[config.mk]
export PLATFORM = sky130hd
export DESIGN_NAME = sbck_clip
export DESIGN_NICKNAME = d
export VERILOG_FILES = /design/src/sprite_blit_color_key_clip_core_defines.svh /design/src/sbck_pkg.sv /design/src/sbck_clip.sv
export SDC_FILE = /design/constraint.sdc
export NUM_CORES = 1
export LEC_CHECK = 0
export ABC_CLOCK_PERIOD_IN_PS = 3900
export BUFFER_PORTS_ARGS = -buffer_cell sky130_fd_sc_hd__buf_2
export CAP_MARGIN = 15
export CORE_ASPECT_RATIO = 0.7
export CORE_UTILIZATION = 50
export DETAILED_ROUTE_END_ITERATION = 10
export PLACE_DENSITY = 0.89
export SLEW_MARGIN = 0
export SYNTH_ARGS = -nofsm -noshare
export SYNTH_HDL_FRONTEND = slang
export SYNTH_SLANG_ARGS = --single-unit
[constraint.sdc]
create_clock -name i_clk -period 3.9 [get_ports i_clk]
set_input_delay 0.78 -clock i_clk [delete_from_list [all_inputs] [get_ports i_clk]]
set_output_delay 0.78 -clock i_clk [all_outputs]
set_load 0.1 [all_outputs]
[src/sprite_blit_color_key_clip_core_defines.svh]
// Assertion macros for the sprite blit core.
// No dependencies; included by files that carry concurrent checks.
`ifndef SPRITE_BLIT_COLOR_KEY_CLIP_CORE_DEFINES_SVH
`define SPRITE_BLIT_COLOR_KEY_CLIP_CORE_DEFINES_SVH

`ifndef SYNTHESIS
`define SBCK_ASSERT_IMPL(label, clk, rst_n, ante, cons) \
    label: assert property (@(posedge clk) disable iff (!(rst_n)) (ante) |-> (cons)) \
        else $error("assertion failed");
`define SBCK_ASSERT_NEXT(label, clk, rst_n, ante, cons) \
    label: assert property (@(posedge clk) disable iff (!(rst_n)) (ante) |=> (cons)) \
        else $error("assertion failed");
`else
`define SBCK_ASSERT_IMPL(label, clk, rst_n, ante, cons)
`define SBCK_ASSERT_NEXT(label, clk, rst_n, ante, cons)
`endif

`endif

[src/sbck_pkg.sv]
`timescale 1ns / 1ps
// Shared types and constants of the sprite blit core.
// No dependencies.
package sbck_pkg;

    localparam int COL_W      = 12;
    localparam int OFS_W      = 16;
    localparam int CHAR_W     = 8;
    localparam int SCR_W_W    = 8;
    localparam int SCR_H_W    = 7;
    localparam int CFG_IDX_W  = 3;
    localparam int CFG_DATA_W = 16;
    localparam int COORD_W    = 18;
    localparam int CELL_W     = 2 * CHAR_W;

    localparam logic [SCR_W_W-1:0] SCR_W_RESET = 8'd80;
    localparam logic [SCR_H_W-1:0] SCR_H_RESET = 7'd25;

    typedef enum logic [1:0] {
        MODE_DRAW  = 2'd0,
        MODE_READ  = 2'd1,
        MODE_CLEAR = 2'd2
    } t_mode;

    typedef enum logic [CFG_IDX_W-1:0] {
        CFG_SCREEN_WIDTH  = 3'd0,
        CFG_SCREEN_HEIGHT = 3'd1,
        CFG_TRANSPARENT   = 3'd2,
        CFG_CAMERA_X      = 3'd3,
        CFG_CAMERA_Y      = 3'd4
    } t_cfg_idx;

    typedef enum logic [2:0] {
        ST_IDLE,
        ST_ADDR,
        ST_ACCESS,
        ST_RDATA,
        ST_CLEAR
    } t_state;

endpackage

[src/sbck_clip.sv]
`timescale 1ns / 1ps
// Destination adder, screen clip test and store address generation.
// Depends on sbck_pkg.
module sbck_clip #(
    parameter int MAX_COLS = 128,
    parameter int MAX_ROWS = 64,
    parameter int AW       = 13
) (
    input  logic                                i_clk,
    input  logic                                i_load,
    input  logic                                i_add_ofs,
    input  logic                                i_add_cam,
    input  logic        [sbck_pkg::COL_W-1:0]   i_col,
    input  logic        [sbck_pkg::COL_W-1:0]   i_row,
    input  logic signed [sbck_pkg::OFS_W-1:0]   i_ofs_x,
    input  logic signed [sbck_pkg::OFS_W-1:0]   i_ofs_y,
    input  logic signed [sbck_pkg::OFS_W-1:0]   i_cam_x,
    input  logic signed [sbck_pkg::OFS_W-1:0]   i_cam_y,
    input  logic        [sbck_pkg::SCR_W_W-1:0] i_scr_w,
    input  logic        [sbck_pkg::SCR_H_W-1:0] i_scr_h,
    output logic                                o_inside,
    output logic        [AW-1:0]                o_addr
);
    import sbck_pkg::*;

    localparam int XW = (MAX_COLS > 1) ? $clog2(MAX_COLS) : 1;
    localparam int YW = (MAX_ROWS > 1) ? $clog2(MAX_ROWS) : 1;

    localparam logic signed [COORD_W-1:0] C_MAX_COLS = COORD_W'(MAX_COLS);
    localparam logic signed [COORD_W-1:0] C_MAX_ROWS = COORD_W'(MAX_ROWS);

    logic signed [COORD_W-1:0] r_dx, r_dy, n_dx, n_dy;
    logic signed [COORD_W-1:0] w_col, w_row, w_ox, w_oy, w_cx, w_cy;
    logic signed [COORD_W-1:0] w_scr_w, w_scr_h;
    logic                      r_inside, n_inside;
    logic [AW-1:0]             r_addr, n_addr;

    always_comb begin
        w_col = $signed({{(COORD_W-COL_W){1'b0}}, i_col});
        w_row = $signed({{(COORD_W-COL_W){1'b0}}, i_row});
        w_ox  = i_add_ofs ? COORD_W'(i_ofs_x) : '0;
        w_oy  = i_add_ofs ? COORD_W'(i_ofs_y) : '0;
        w_cx  = i_add_cam ? COORD_W'(i_cam_x) : '0;
        w_cy  = i_add_cam ? COORD_W'(i_cam_y) : '0;
        n_dx  = w_col + w_ox + w_cx;
        n_dy  = w_row + w_oy + w_cy;
    end

    always_ff @(posedge i_clk) begin
        if (i_load) begin
            r_dx <= n_dx;
            r_dy <= n_dy;
        end
    end

    always_comb begin
        w_scr_w  = $signed({{(COORD_W-SCR_W_W){1'b0}}, i_scr_w});
        w_scr_h  = $signed({{(COORD_W-SCR_H_W){1'b0}}, i_scr_h});
        n_inside = !r_dx[COORD_W-1] && !r_dy[COORD_W-1]
                && (r_dx < w_scr_w) && (r_dx < C_MAX_COLS)
                && (r_dy < w_scr_h) && (r_dy < C_MAX_ROWS);
        n_addr   = AW'(AW'(r_dy[YW-1:0]) * AW'(MAX_COLS)) + AW'(r_dx[XW-1:0]);
    end

    always_ff @(posedge i_clk) begin
        r_inside <= n_inside;
        r_addr   <= n_addr;
    end

    assign o_inside = r_inside;
    assign o_addr   = r_addr;

endmodule

==> flow_metrics.py <==
metrics = {
    "outcome": {
        "status": "completed",
    },
    "worst_setup_path": {
        "endpoint_kind": "register",
        "reg2regPathDepth": 6,
        "worstSetupStartpoint": "i_add_cam",
        "required_ns": 3.96,
        "reg2reg_from": "r_dx[1]$_DFFE_PP_",
        "worstPathArrival_ns": 3.70,
        "crit_type": "primary input to register",
        "worstSetupStartpointType": "primary input",
        "path_max_fanout": 21,
        "r2r_end": "o_inside$_DFF_P_",
        "reg2reg_slack_ns": 2.25,
    },
    "synth": {
        "ys_types": 46,
        "synth_area_um2": 4260,
        "yosysWarnings": 0,
        "synthCells": 417,
        "synth_common_cells": "and2_1 (59), ha_1 (53), edfxtp_1 (36), inv_1 (32), a21oi_1 (29)",
        "yosysMostFrequentCell": "and2_1",
        "ys.flop_type": "edfxtp_1",
        "syn-num-nets": 603,
        "postSynthAreaPerCell_um2": 10.2,
        "ys_seq_area_frac": 0.319,
        "synthArstFlopShare": 0,
        "synth_area_leaders": "edfxtp_1 (25%), ha_1 (16%), fa_1 (12%)",
        "yosysTopAreaCellShare": 0.254,
        "synth_area_leader_cell": "edfxtp_1",
        "ys_seq_elements": 50,
        "synth-edff-count": 36,
    },
    "placed_design": {
        "gp_routability_congestion": 0.849,
        "place_area_um2": 5020,
        "post-dp-hpwl_um": 7510,
        "place_ws_ns": -0.141,
        "io_buffers": 120,
        "dp_cells": 638,
    },
    "cts": {
        "clk_latency_ns": 0.29,
        "hold_buffers": 0,
        "clock-sinks": 50,
        "cts.path.max_buffers": 2,
        "path_clk_slew_ns": 0.06,
        "root_buffer": "clkbuf_16",
        "cts_buffers": 5,
        "cts_setup_buffers": 0,
        "cts_tree": "done",
        "cts_max_level": 2,
        "cts_resized": 0,
    },
    "route": {
        "wl_per_cell_um": 14.0,
        "drc": 0,
        "vias_per_cell": 5.33,
        "drt_first_pass_iters": 4,
        "drtIter0Drc": 230,
        "ant_nets": 0,
        "wirelength_um": 9020,
        "vias": 3444,
    },
    "die": {
        "io_pins": 121,
        "start_util": 0.528,
        "die_h_um": 79.3,
        "num_rows": 27,
        "core_um2": 8070,
        "dieArea_um2": 8910,
        "die_w_um": 112,
    },
    "power_and_ir_drop": {
        "seqPwrFrac": 0.366,
        "powerDensity_nw_per_um2": 399,
        "combPwrFrac": 0.427,
        "p_clk_frac": 0.207,
        "power.leakage_nw": 2.57,
        "irDropWorstVdd_uv": 246,
        "p_sw_frac": 0.374,
        "power_switching_uw": 771,
        "p_int_mw": 1.29,
    },
    "timing": {
        "timing.final.ws_setup_ns": 0.260,
        "slew_headroom": 0.484,
        "finalHoldWorstSlack_ns": 0.371,
        "rsz0062_at_grt": "no",
        "setup_viol": 0,
        "fmaxAchievable_ghz": 0.275,
        "drv_slew": 0,
        "period_minus_slack_ns": 3.64,
        "worstMarginPinSlew_ns": 0.774,
        "fin_crit_sh": 0.933,
        "final_hold_viol_count": 0,
        "finalClockSkew_ns": 0.00497,
    },
    "finish": {
        "stdcell_count": 646,
        "final_area_um2": 5170,
        "diodes": 0,
        "fin_util": 0.640,
        "drive_above_1_share": 0.253,
        "nNetsFinal": 730,
        "area_delta_synth_final_pct": 21.2,
    },
    "grt": {
        "grt_max_degree": 37,
        "grt_antenna_before_repair": 1,
        "grt_pass1_wl_um": 15100,
        "grt_overflow_total": 0,
        "grt.total_usage": 0.214,
        "grt_pass1_vias": 3347,
    },
    "run": {
        "maxCapViolations": 0,
    },
    "min_path": {
        "worstHoldPathType": "register to register",
        "min-delay-start": "r_dx[0]$_DFFE_PP_",
        "hold_end": "o_addr[0]$_DFF_P_",
        "worstHoldPathCells": 0,
    },
}
==> registers in the layout (all words and copies together), names as in the netlist <==
signal / count
o_inside: 1
r_dy: 18
r_dx: 18
o_addr: 13
==> logic make-up (layout without fill, tap and decap cells) <==
logic type      after synthesis  after routing  synth area share
compound gates               93             93             0.144
xor+xnor                     25             25            0.0513
fa+ha+maj                    79             79             0.278
buf+inv                      39            167            0.0343
flops                        50             50             0.319
simple gates                131            131             0.173
==> worst max-delay path by stage <==
stage / end / slack (ns) / cells after the start
5_1_grt: r_dy[15]$_DFFE_PP_ / 0.04 / 11
4_1_cts: r_dx[15]$_DFFE_PP_ / 0.16 / 11
6_report: r_dx[15]$_DFFE_PP_ / 0.26 / 11
2_1_floorplan: r_dx[13]$_DFFE_PP_ / 0.32 / 11
3_3_place_gp: r_dx[13]$_DFFE_PP_ / 0.001 / 11
3_5_place_dp: r_dx[15]$_DFFE_PP_ / -0.14 / 10
==> final cells by class <==
cell class	count	area, um^2
Clock buffer	7	143
Inverter	32	120
Clock inverter	1	5.00
Fill cell	662	2910
Multi-Input combinational cell	328	2760
Tap cell	101	126
Sequential cell	50	1360
Timing Repair Buffer	127	656
==> power groups by stage <==
stage                     sequential (mW)  combinational, mW  clock (mW)
after floorplan                     0.963              0.447           0
after global placement              0.761              0.846           0
after detailed placement            0.767              0.875           0
after CTS                           0.756              0.882       0.433
after global routing                0.766              0.969       0.457
final                               0.756              0.880       0.426
==> placed cells by master, fill, tap and decap left out, drive strengths merged, types with 4 or more instances in the layout <==
master,synthesis,routed
and2,59,59
nand3,5,5
fa,26,26
nand2,26,26
edfxtp,36,36
nand2b,4,4
o21bai,5,5
buf,0,126
a211oi,4,4
a21o,16,16
nor2,10,10
nor2b,6,6
xor2,10,10
dfxtp,14,14
a21oi,30,30
inv,32,32
o21ai,12,12
xnor2,15,15
nor4,7,7
o21a,5,5
ha,53,53
clkbuf,7,8
==> through the flow <==
stage / power (mW) / TNS (ns)
floorplan: 1.41 / 0
global placement: 1.61 / 0
detailed placement: 1.64 / -0.526
CTS: 2.07 / 0
global route: 2.19 / 0
finish: 2.06 / 0
==> layer usage <==
layer  vias to the layer above  GRT usage  share of wire
li1                       1726          -              -
met1                      1584      0.279           0.47
met2                       114      0.358           0.45
met3                        18     0.0412          0.054
met4                         2     0.0773          0.023
met5                         -          0         0.0014
==> critical path, stage by stage <==
cell and delay [ns]:
buf_2 0.31, and2_1 0.20, fa_1 0.42, ha_1 0.25, fa_1 0.41, a21o_1 0.21, a221oi_1 0.40, o21ai_1 0.17
a31oi_1 0.31, nand2_1 0.11, o311ai_0 0.13
(Power assumes the default switching activity.)
